===== config.mk =====
export PLATFORM = sky130hd
export DESIGN_NAME = averaging_voltmeter_display_unit
export DESIGN_NICKNAME = d
export VERILOG_FILES = /design/src/design/avd_pkg.sv /design/src/design/averaging_voltmeter_display_unit.sv
export VERILOG_INCLUDE_DIRS = /design/src /design/src/design
export SDC_FILE = /design/constraint.sdc
export NUM_CORES = 1
export LEC_CHECK = 0
export BUFFER_PORTS_ARGS = -buffer_cell sky130_fd_sc_hd__buf_2
export CAP_MARGIN = 20
export CORE_MARGIN = 3
export CORE_UTILIZATION = 50
export CTS_BUF_LIST = sky130_fd_sc_hd__clkbuf_2 sky130_fd_sc_hd__clkbuf_4 sky130_fd_sc_hd__clkbuf_8
export DETAILED_ROUTE_END_ITERATION = 12
export HOLD_SLACK_MARGIN = 0.05
export PLACE_DENSITY = 0.71
export SLEW_MARGIN = 10
export SYNTH_ARGS = -nofsm -noshare
export SYNTH_HDL_FRONTEND = slang
export SYNTH_SLANG_ARGS = --single-unit

===== constraint.sdc =====
create_clock -name clk -period 8.7 [get_ports clk]
set_input_delay 2.175 -clock clk [delete_from_list [all_inputs] [get_ports clk]]
set_output_delay 2.175 -clock clk [all_outputs]
set_load 0.02 [all_outputs]

===== src/design/averaging_voltmeter_display_unit_defines.svh =====
// Assertion macros shared by the voltmeter display RTL.
// Needs a clock named clk and an active-low reset named rst_n in the including module.
`ifndef AVERAGING_VOLTMETER_DISPLAY_UNIT_DEFINES_SVH
`define AVERAGING_VOLTMETER_DISPLAY_UNIT_DEFINES_SVH

// Checked only outside reset.
`define AVD_ASSERT_CLK(label, prop, msg) \
  label: assert property (@(posedge clk) disable iff (!rst_n) prop) else $error(msg);

// Checked at every edge, reset included.
`define AVD_ASSERT_ALWAYS(label, prop, msg) \
  label: assert property (@(posedge clk) prop) else $error(msg);

`endif


===== src/design/avd_pkg.sv =====
// Package for the averaging voltmeter display: sizes, scaling constants,
// BCD split and seven-segment decode. No dependencies.
package avd_pkg;

  localparam int SAMPLES = 8;  // samples per averaging group, 2..16

  localparam int SAMPLE_W = 10;
  localparam int SUM_W    = $clog2(SAMPLES * 1023 + 1);
  localparam int CNT_W    = $clog2(SAMPLES);

  // mean = sum / SAMPLES as a reciprocal multiply; exact for sum < 2**SUM_W
  localparam int MEAN_SHIFT = SUM_W + CNT_W;
  localparam int MEAN_MUL   = ((1 << MEAN_SHIFT) + SAMPLES - 1) / SAMPLES;
  localparam int MEAN_MUL_W = MEAN_SHIFT + 1;
  localparam int MEAN_PROD_W = SUM_W + MEAN_MUL_W;

  // tenths = (mean*33 + 511) / 1023; the divide is a reciprocal multiply,
  // exact for dividends below 69977 (largest here is 34270)
  localparam int SCALE_MUL   = 33;
  localparam int SCALE_RND   = 511;
  localparam int SCALE_DIV   = 1023;
  localparam int SCALE_W     = 16;
  localparam int DIV_SHIFT   = 26;
  localparam int DIV_RECIP   = ((1 << DIV_SHIFT) + SCALE_DIV - 1) / SCALE_DIV;
  localparam int DIV_RECIP_W = 17;
  localparam int DIV_PROD_W  = SCALE_W + DIV_RECIP_W;

  localparam int TENTHS_W = 6;  // 0..33
  localparam int CODE_W   = 6;  // packed BCD on the port
  localparam int SEG_W    = 7;
  localparam int DATA_W   = 16;

  localparam logic OP_SAMPLE = 1'b0;
  localparam logic OP_TICK   = 1'b1;

  typedef struct packed {
    logic [CODE_W-1:0] voltage_code;
    logic              decimal_point;
    logic              high_digit;
    logic [SEG_W-1:0]  segments;
  } avd_res_t;

  // 0..33 -> {units, tenths} packed BCD
  function automatic logic [7:0] bcd_of(input logic [TENTHS_W-1:0] v);
    logic [3:0]          units;
    logic [TENTHS_W-1:0] rest;
    begin
      if (v >= TENTHS_W'(30)) begin
        units = 4'd3;
        rest  = v - TENTHS_W'(30);
      end else if (v >= TENTHS_W'(20)) begin
        units = 4'd2;
        rest  = v - TENTHS_W'(20);
      end else if (v >= TENTHS_W'(10)) begin
        units = 4'd1;
        rest  = v - TENTHS_W'(10);
      end else begin
        units = 4'd0;
        rest  = v;
      end
      bcd_of = {units, rest[3:0]};
    end
  endfunction

  // bit0 = a .. bit6 = g; non-decimal digits stay dark
  function automatic logic [SEG_W-1:0] seg_of(input logic [3:0] d);
    logic [SEG_W-1:0] s;
    begin
      case (d)
        4'd0:    s = 7'h3F;
        4'd1:    s = 7'h06;
        4'd2:    s = 7'h5B;
        4'd3:    s = 7'h4F;
        4'd4:    s = 7'h66;
        4'd5:    s = 7'h6D;
        4'd6:    s = 7'h7D;
        4'd7:    s = 7'h07;
        4'd8:    s = 7'h7F;
        4'd9:    s = 7'h67;
        default: s = 7'h00;
      endcase
      seg_of = s;
    end
  endfunction

endpackage


===== src/design/averaging_voltmeter_display_unit.sv =====
// Averaging voltmeter with two-digit multiplexed seven-segment output.
// Depends on avd_pkg and averaging_voltmeter_display_unit_defines.svh.
//
// Usage:
//   Input stream (in_*): in_tuser is the item kind (0 = converter sample,
//   1 = refresh tick); in_tdata[9:0] is the 10-bit sample. Samples are
//   summed in groups of SAMPLES; the last sample of a group latches the
//   group mean, and the voltage in tenths is derived from it on each tick.
//   Output stream (out_*): one item per tick, none per sample. Ticks show
//   the units digit with decimal point first, then the tenths digit, and
//   so on alternately.
//   A tick's item is registered onto out_* on acceptance when the output register is free.
//   Throughput: one item per cycle, samples and ticks alike, while the skid
//   entry is empty; the cycle holds one add plus a constant multiply (mean
//   on samples, 1/1023 scaling and segment decode on ticks).
//   Stall: the output register is backed by one skid entry, so in_tready
//   is a register and does not follow out_tready combinationally. With
//   the receiver stalled, one further tick lands in the skid entry and
//   in_tready then drops until the skid entry drains.
//   Reset (rst_n low, synchronous): sum and count clear, the shown
//   voltage reads 0.0, the next tick shows the high digit, and both
//   output entries empty.
`include "averaging_voltmeter_display_unit_defines.svh"

module averaging_voltmeter_display_unit (
  input  logic                          clk,
  input  logic                          rst_n,
  input  logic                          in_tvalid,
  output logic                          in_tready,
  input  logic [avd_pkg::DATA_W-1:0]    in_tdata,   // [9:0] sample, rest zero
  input  logic                          in_tuser,   // [0] opcode
  output logic                          out_tvalid,
  input  logic                          out_tready,
  output logic [avd_pkg::DATA_W-1:0]    out_tdata   // [6:0] segments, [7] high_digit,
                                                    // [8] decimal_point,
                                                    // [14:9] voltage_code, [15] zero
);
  import avd_pkg::*;

  // accumulation state
  logic [SUM_W-1:0]    sum_acc_r, sum_acc_nxt;
  logic [CNT_W-1:0]    sample_count_r, sample_count_nxt;
  logic [SAMPLE_W-1:0] mean_r, mean_nxt;   // mean of last full group
  logic                phase_low_r;

  // output register and skid entry
  logic     out_valid_r, skid_valid_r;
  avd_res_t out_r, skid_r;

  logic                   in_acc, sample_acc, tick_acc, out_free, group_done;
  logic [SUM_W-1:0]       sum_add;
  logic [MEAN_PROD_W-1:0] mean_prod;
  logic [SCALE_W-1:0]     scaled;
  logic [DIV_PROD_W-1:0]  div_prod;
  logic [TENTHS_W-1:0]    tenths;
  logic [7:0]             bcd;
  logic [3:0]             digit;
  avd_res_t               res;

  assign in_tready  = !skid_valid_r;
  assign in_acc     = in_tvalid && in_tready;
  assign sample_acc = in_acc && (in_tuser == OP_SAMPLE);
  assign tick_acc   = in_acc && (in_tuser == OP_TICK);
  assign out_free   = !out_valid_r || out_tready;

  // sample path: add, then mean by reciprocal multiply at group end
  assign sum_add    = sum_acc_r + SUM_W'(in_tdata[SAMPLE_W-1:0]);
  assign group_done = (sample_count_r == CNT_W'(SAMPLES - 1));
  assign mean_prod  = MEAN_PROD_W'(sum_add) * MEAN_PROD_W'(MEAN_MUL);

  always_comb begin
    sum_acc_nxt      = sum_acc_r;
    sample_count_nxt = sample_count_r;
    mean_nxt         = mean_r;
    if (sample_acc) begin
      if (group_done) begin
        sum_acc_nxt      = '0;
        sample_count_nxt = '0;
        mean_nxt         = mean_prod[MEAN_SHIFT +: SAMPLE_W];
      end else begin
        sum_acc_nxt      = sum_add;
        sample_count_nxt = sample_count_r + CNT_W'(1);
      end
    end
  end

  // tick path: mean*33+511, divide by 1023, split to BCD, decode one digit
  assign scaled   = (SCALE_W'(mean_r) << 5) + SCALE_W'(mean_r) + SCALE_W'(SCALE_RND);
  assign div_prod = DIV_PROD_W'(scaled) * DIV_PROD_W'(DIV_RECIP);
  assign tenths   = div_prod[DIV_SHIFT +: TENTHS_W];
  assign bcd      = bcd_of(tenths);
  assign digit    = phase_low_r ? bcd[3:0] : bcd[7:4];

  always_comb begin
    res.segments      = seg_of(digit);
    res.high_digit    = !phase_low_r;
    res.decimal_point = !phase_low_r;
    res.voltage_code  = bcd[CODE_W-1:0];
  end

  always_ff @(posedge clk) begin
    if (!rst_n) begin
      sum_acc_r      <= '0;
      sample_count_r <= '0;
      mean_r         <= '0;
      phase_low_r    <= 1'b0;
    end else begin
      sum_acc_r      <= sum_acc_nxt;
      sample_count_r <= sample_count_nxt;
      mean_r         <= mean_nxt;
      if (tick_acc) begin
        phase_low_r <= !phase_low_r;
      end
    end
  end

  // output side: skid entry drains first; no input is taken while it is full
  always_ff @(posedge clk) begin
    if (!rst_n) begin
      out_valid_r  <= 1'b0;
      skid_valid_r <= 1'b0;
    end else if (skid_valid_r) begin
      if (out_free) begin
        out_valid_r  <= 1'b1;
        skid_valid_r <= 1'b0;
      end
    end else if (tick_acc) begin
      if (out_free) begin
        out_valid_r <= 1'b1;
      end else begin
        skid_valid_r <= 1'b1;
      end
    end else if (out_tready) begin
      out_valid_r <= 1'b0;
    end
  end

  always_ff @(posedge clk) begin
    if (skid_valid_r) begin
      if (out_free) begin
        out_r <= skid_r;
      end
    end else if (tick_acc) begin
      if (out_free) begin
        out_r <= res;
      end else begin
        skid_r <= res;
      end
    end
  end

  assign out_tvalid = out_valid_r;
  assign out_tdata  = {1'b0, out_r};

  `AVD_ASSERT_CLK(a_skid_behind_out, skid_valid_r |-> out_valid_r, "skid entry full with output empty")
  `AVD_ASSERT_CLK(a_stall_to_skid, (tick_acc && out_valid_r && !out_tready) |=> skid_valid_r, "stalled tick item lost")
  `AVD_ASSERT_CLK(a_phase_toggle, tick_acc |=> (phase_low_r != $past(phase_low_r)), "digit phase did not alternate")
  `AVD_ASSERT_ALWAYS(a_reset_empty, !rst_n |=> (!out_valid_r && !skid_valid_r), "output entries not empty after reset")

endmodule


==> results of run 1 <==
==> state kept, by name, summed over array words and instances, names as in the netlist <==
signal and count:
mean_r 10, out_tdata 14, skid_r 14, out_tvalid 1, sum_acc_r 13, skid_valid_r 1
phase_low_r 1, sample_count_r 3
==> layout make-up <==
type                       instances  area [um2]
fill                             859        4120
multi-input combinational        443        3430
sequential                        57        1420
timing repair buffer              52         317
inverter                          55         206
tap                              133         166
clock buffer                       9         124
clock inverter                     7        85.1
==> cell families (layout without fill, tap and decap cells) <==
| logic type | Yosys count | after routing | synth area share, % |
|---|---|---|---|
| other | 1 | 1 | 0.0733 |
| xor gates and xnor gates | 25 | 25 | 4.28 |
| buffers and inverters | 75 | 123 | 5.99 |
| AOI/OAI and AO/OA | 145 | 145 | 19.3 |
| and+or+nand+nor | 163 | 163 | 15.8 |
| DFF | 57 | 57 | 27.8 |
| muxes | 9 | 9 | 1.93 |
| adders and majority gates | 100 | 100 | 24.9 |
==> cells in the final DEF, fill, tap and decap left out, types with 7 or more instances in the layout <==
| master | count |
|---|---|
| edfxtp_1 | 28 |
| xor2_1 | 7 |
| o21ai_0 | 21 |
| nand2b_1 | 8 |
| inv_1 | 51 |
| nor2_1 | 34 |
| xnor2_1 | 18 |
| clkbuf_8 | 9 |
| o211ai_1 | 10 |
| nor3_1 | 11 |
| buf_4 | 20 |
| a21oi_1 | 41 |
| nand3_1 | 12 |
| buf_2 | 31 |
| a21o_1 | 8 |
| dfxtp_1 | 29 |
| nand2_1 | 56 |
| a22oi_1 | 8 |
| ha_1 | 97 |
==> metal layers <==
layer,vias to the layer above,global-route usage [%],wire length (um)
li1,2170,-,-
met1,1990,23.4,4970
met2,72,34.6,5340
met3,11,2.95,233
met4,0,5.21,112
met5,-,0,0
==> power breakdown <==
| part | internal [uW] | switching, uW |
|---|---|---|
| Combinational | 25.6 | 37.4 |
| Sequential | 289 | 4.41 |
| Clock | 158 | 105 |
| Total | 473 | 147 |
==> final timing paths <==
path | startpoint | slack (ns) | cells past startpoint | endpoint
worst max-delay path | mean_r[0] | 0.46 | 34 | out_tdata[3]
worst min-delay path | sample_count_r[1] | 0.47 | 2 | sample_count_r[1]
worst min register to register | sample_count_r[1] | 0.47 | 2 | sample_count_r[1]
worst max register to register | mean_r[0] | 0.46 | 34 | out_tdata[3]
==> timing repair <==
| item | in CTS | in global routing |
|---|---|---|
| resized for setup | 0 | 7 |
| endpoints found under the hold margin | 0 | 0 |
| buffers inserted | 0 | 1 |
| setup endpoints to repair | 0 | 14 |
| hold buffers | 0 | 0 |
==> per-stage QoR <==
stage	util, %	cell area (um2)
after floorplan	-	5120
after global routing	58.3	5750
after CTS	57.7	5700
after global placement	55.6	5490
after detailed placement	55.6	5490
final	58.3	5750
==> critical path: cells and delay by family (launching register included) <==
family	cells	cell delay (ns)
muxes	2	0.41
adders and majority gates	8	2.33
and+or+nand+nor	9	2.20
xor gates and xnor gates	1	0.24
AOI/OAI and AO/OA	9	1.91
DFF	1	0.49
buffers and inverters	5	0.53
==> run metrics, run 1 <==
total of max-cap violations=0; number of flops mapped to enable cells by yosys=28; Worst Tran Pin Value=0.831 ns; endpoint class of the critical path=register; result of the run=finished clean; number of instances in the placed design=738; DRC Markers=0; count of final max-slew check failures=0; data required time of the critical path=about 8.9 ns; Synth area leader=ha_1; class of the most critical setup path=reg2reg; maximum frequency from static timing analysis=121 MHz; Hold Fails Final Rpt=0; worst hold path type=reg2reg; fraction of layout cells with a size suffix above 1=roughly 15%; HPWL after detailed placement=8450 um; vias after detailed routing=about 4200; post-synthesis area per instance=around 9 um2; number of cell rows=36; top post-synthesis cells by count=97 x ha_1, 56 x nand2_1, 51 x inv_1, 42 x a21oi_1, 34 x nor2_1; antenna-violating nets left=0; maximum ir drop on the vdd rail=0.0940 mV; post-synthesis cell type count=68; drt via density=5.61; setup repair after global routing missed its margin=false; quantity of I/O buffers inserted on ports=31; share of the clock period used by the worst path after layout=94.7%; antenna violations before repair=0; Die Y=107 um; layout net count=approximately 740; H-Tree Level Count=3; width of the die=around 110 um; Max Clock Skew=0.00461 ns; gpl congestion=0.879; Num CTS Buffers=9; maximum single-stage delay on the critical path=between 0.5 and 0.6 ns; number of global-route vias before repair=4171; final-report setup violation count=0; I/O pin total=39; startpoint types=register; global-route wire length before repair=between 15000 and 20000 um; worst max-slew margin expressed relative to the limit=44.5%; Critical Path Slowest Stage Cell=or4_4; fraction of synthesized cell area taken by the top area cell type=about a quarter; clock tree buffer depth=2; cell type with the highest occurrence count on the critical path=ha_1; Total Die Area=11500 um2; top area cells in the synthesized netlist=ha_1 24%, edfxtp_1 16%, dfxtp_1 11%; nets in the synthesized netlist=around 700; average routed wire per standard cell=14.1 um; smallest hold slack=0.466 ns; data arrival time of the critical path=8.44 ns; final worst-path setup slack=roughly 0.46 ns; diode count=0; violation count after the first detailed-route iteration=200; min Tclk post-route=8.24 ns; area of the core=9860 um2; Design Power=619 uW; initial standard-cell utilization of the core=51.9%; share of synthesized registers carrying an async set or reset=0%; post-route insts no fill=about 760; Post-Place Setup Slack=0.259 ns; Pre-Repair DR Iteration Count=4; flip-flop and latch count after synthesis=57; total power divided by cell area=108 nW/um2; sequential-to-total area share from yosys stat=27.8%; number of warnings printed during yosys synthesis=0; drt total wl=10700 um; leakage power=0.00252 uW; maximum number of pins on one net before global-route repair=29; Mapped Area=around 5100 um2; number of clock sinks=57; Root Buffer Master=clkbuf_8; most numerous cell in the Yosys netlist=ha_1; synthesis-to-finish area growth=12.3%; aggregate global-route resource usage=19.1%; dominant synthesized flop cell=dfxtp_1; sum of negative setup slack=0 ns; TritonCTS clock tree=built; clock latency on the worst-skew pair=about 0.32 ns; highest net fanout along the worst path=6; GRT overflow=0; Mapped Cells=575; clock-pin slew on the worst setup and hold paths=0.06 ns
Power figures use the tool's default switching activity.
==> run 2, diff against run 1 <==
--- a/config.mk
+++ b/config.mk
@@ -10,7 +10,7 @@
 export CAP_MARGIN = 20
 export CORE_MARGIN = 3
 export CORE_UTILIZATION = 50
-export CTS_BUF_LIST = sky130_fd_sc_hd__clkbuf_2 sky130_fd_sc_hd__clkbuf_4 sky130_fd_sc_hd__clkbuf_8
+export CTS_BUF_LIST = sky130_fd_sc_hd__clkbuf_16
 export DETAILED_ROUTE_END_ITERATION = 12
 export HOLD_SLACK_MARGIN = 0.05
 export PLACE_DENSITY = 0.71
==> run 2 against run 1 <==
Effect of this change:
- cell count did not move
- sequential share of layout area fell by 0.40 points
- setup slack got worse by 0.012 ns
- highest routed layer unchanged
==> run metrics, run 2 (synthesized netlist as in run 1, its figures left out) <==
clock tree buffer depth=2 (unchanged); TritonCTS clock tree=built (unchanged); setup repair after global routing missed its margin=false (unchanged); quantity of I/O buffers inserted on ports=31 (unchanged); leakage power=0.00256 uW (was 0.00252 uW); H-Tree Level Count=3 (unchanged); violation count after the first detailed-route iteration=194 (was 200); I/O pin total=39 (unchanged); class of the most critical setup path=reg2reg (unchanged); GRT overflow=0 (unchanged); drt via density=5.60 (was 5.61); number of global-route vias before repair=4183 (was 4171); Critical Path Slowest Stage Cell=or4_4 (unchanged); initial standard-cell utilization of the core=51.9% (unchanged); drt total wl=10700 um (about the same); sum of negative setup slack=0 ns (unchanged); number of cell rows=36 (unchanged); maximum number of pins on one net before global-route repair=29 (unchanged); register-to-register path setup slack=0.45 ns (was 0.46 ns); maximum frequency from static timing analysis=121 MHz (about the same); post-route insts no fill=756 (unchanged); width of the die=107 um (unchanged); total power divided by cell area=123 nW/um2 (was 108 nW/um2); clock-pin slew on the worst setup and hold paths=0.05 ns (was 0.06 ns); start point of the worst hold path=sum_acc_r[2] (was sample_count_r[1]); min Tclk post-route=8.25 ns (was 8.24 ns); final-report setup violation count=0 (unchanged); worst hold path type=reg2reg (unchanged); top library cells by usage in the layout, fill and taps aside=97 x ha_1, 56 x nand2_1, 51 x inv_1 (unchanged); share of the clock period used by the worst path after layout=94.9% (was 94.7%); smallest hold slack=0.469 ns (was 0.466 ns); cell type with the highest occurrence count on the critical path=ha_1 (unchanged); Critical Path Source=mean_r[0] (unchanged); Max Clock Skew=0.00424 ns (was 0.00461 ns); synthesis-to-finish area growth=14.1% (was 12.3%); Hold Fails Final Rpt=0 (unchanged); instance area after placement=5490 um2 (unchanged); Num CTS Buffers=9 (unchanged); result of the run=finished clean (unchanged); vias after detailed routing=4235 (was 4243); Die Y=107 um (unchanged); FF-to-FF path depth=34 (unchanged); global-route wire length before repair=18300 um (was 18200 um); worst max-slew margin expressed relative to the limit=45.1% (was 44.5%); data required time of the critical path=8.89 ns (was 8.90 ns); layout net count=739 (unchanged); number of instances in the placed design=738 (unchanged); DRC Markers=0 (unchanged); gpl congestion=0.879 (unchanged); endpoint of the worst register-to-register path=out_tdata[3] (unchanged); Total Die Area=11500 um2 (unchanged); area of the core=9860 um2 (unchanged); highest net fanout along the worst path=6 (unchanged); fraction of layout cells with a size suffix above 1=14.8% (was 14.9%); clock latency on the worst-skew pair=0.32 ns (about the same); endpoint of the worst hold path=sum_acc_r[2] (was sample_count_r[1]); maximum single-stage delay on the critical path=0.55 ns (about the same); startpoint types=register (unchanged); data arrival time of the critical path=8.44 ns (about the same); Hold Crit Depth=2 (unchanged); total of max-cap violations=0 (unchanged); antenna-violating nets left=0 (unchanged); Pre-Repair DR Iteration Count=4 (unchanged); endpoint class of the critical path=register (unchanged); number of fill cells=833 (was 859); post-route cell area=5840 um2 (was 5750 um2); most frequent standard cell in the layout excluding fill and tap cells=ha_1 (unchanged); count of final max-slew check failures=0 (unchanged); aggregate global-route resource usage=19.4% (was 19.1%); maximum ir drop on the vdd rail=0.123 mV (was 0.0940 mV); Worst Tran Pin Value=0.822 ns (was 0.831 ns); worst reg2reg startpoint=mean_r[0] (unchanged); average routed wire per standard cell=14.2 um (was 14.1 um); Root Buffer Master=clkbuf_16 (was clkbuf_8); diode count=0 (unchanged); antenna violations before repair=0 (unchanged); number of clock sinks=57 (unchanged); HPWL after detailed placement=8450 um (unchanged)
## run 2: cell counts in the layout (fill, tap and decap cells not counted)
No cell type changed its count.
## run 2: metrics by stage
step | setup slack (ns) | util [%] | total power [uW]
after floorplan | 0.535 | - | 343
after global placement | 0.449 | 55.6 | 359
after detailed placement | 0.259 | 55.6 | 361
after CTS | 0.223 | 58.8 | 726
after global routing | 0.00359 | 59.2 | 746
final | 0.446 | 59.2 | 721
## run 2: cell type report
cell class	count	area, um2	area share [%]
Tap cell	133	166	2.85
Clock buffer	9	225	3.86
Multi-Input combinational cell	443	3420	58.6
Clock inverter	7	85.1	1.46
Sequential cell	57	1420	24.3
Timing Repair Buffer	52	317	5.42
Inverter	55	206	3.53
## run 2: how the worst max path moves through the flow
stage,end,slack (ns),depth (start not counted)
floorplan,out_tdata[3],0.53,37
global placement,out_tdata[3],0.45,33
detailed placement,out_tdata[3],0.26,32
CTS,out_tdata[3],0.22,33
global route,out_tdata[3],0.004,35
finish,out_tdata[3],0.45,34
## run 2: timing repair
item,in CTS,in global routing
endpoints found under the setup margin,0,14
hold buffers,0,0
hold endpoints to repair,0,0
gates resized for setup,0,6
buffers inserted,0,1
## run 2: metal layers
metal  up-vias  track usage [%]  routed length [um]
met3        14             3.13                 246
met5         -                0                   0
li1       2172                -                   -
met4         0             6.30                 140
met1      1994             23.3                4940
met2        55             35.0                5390
## run 2: power breakdown
part	leakage (uW)	internal [uW]	switching (uW)
clock network	0.000150	247	117
logic	0.00195	25.5	37.2
registers	0.000465	289	4.41
## run 2: critical path: cells and delay by family (launching register included)
family / cells / cell delay (ns)
AO/OA/AOI/OAI: 9 / 1.91
adder cells (fa/ha/maj): 8 / 2.32
flip-flops: 1 / 0.49
AND/OR/NAND/NOR: 9 / 2.20
XOR/XNOR: 1 / 0.25
buffers and inverters: 5 / 0.54
multiplexers: 2 / 0.41
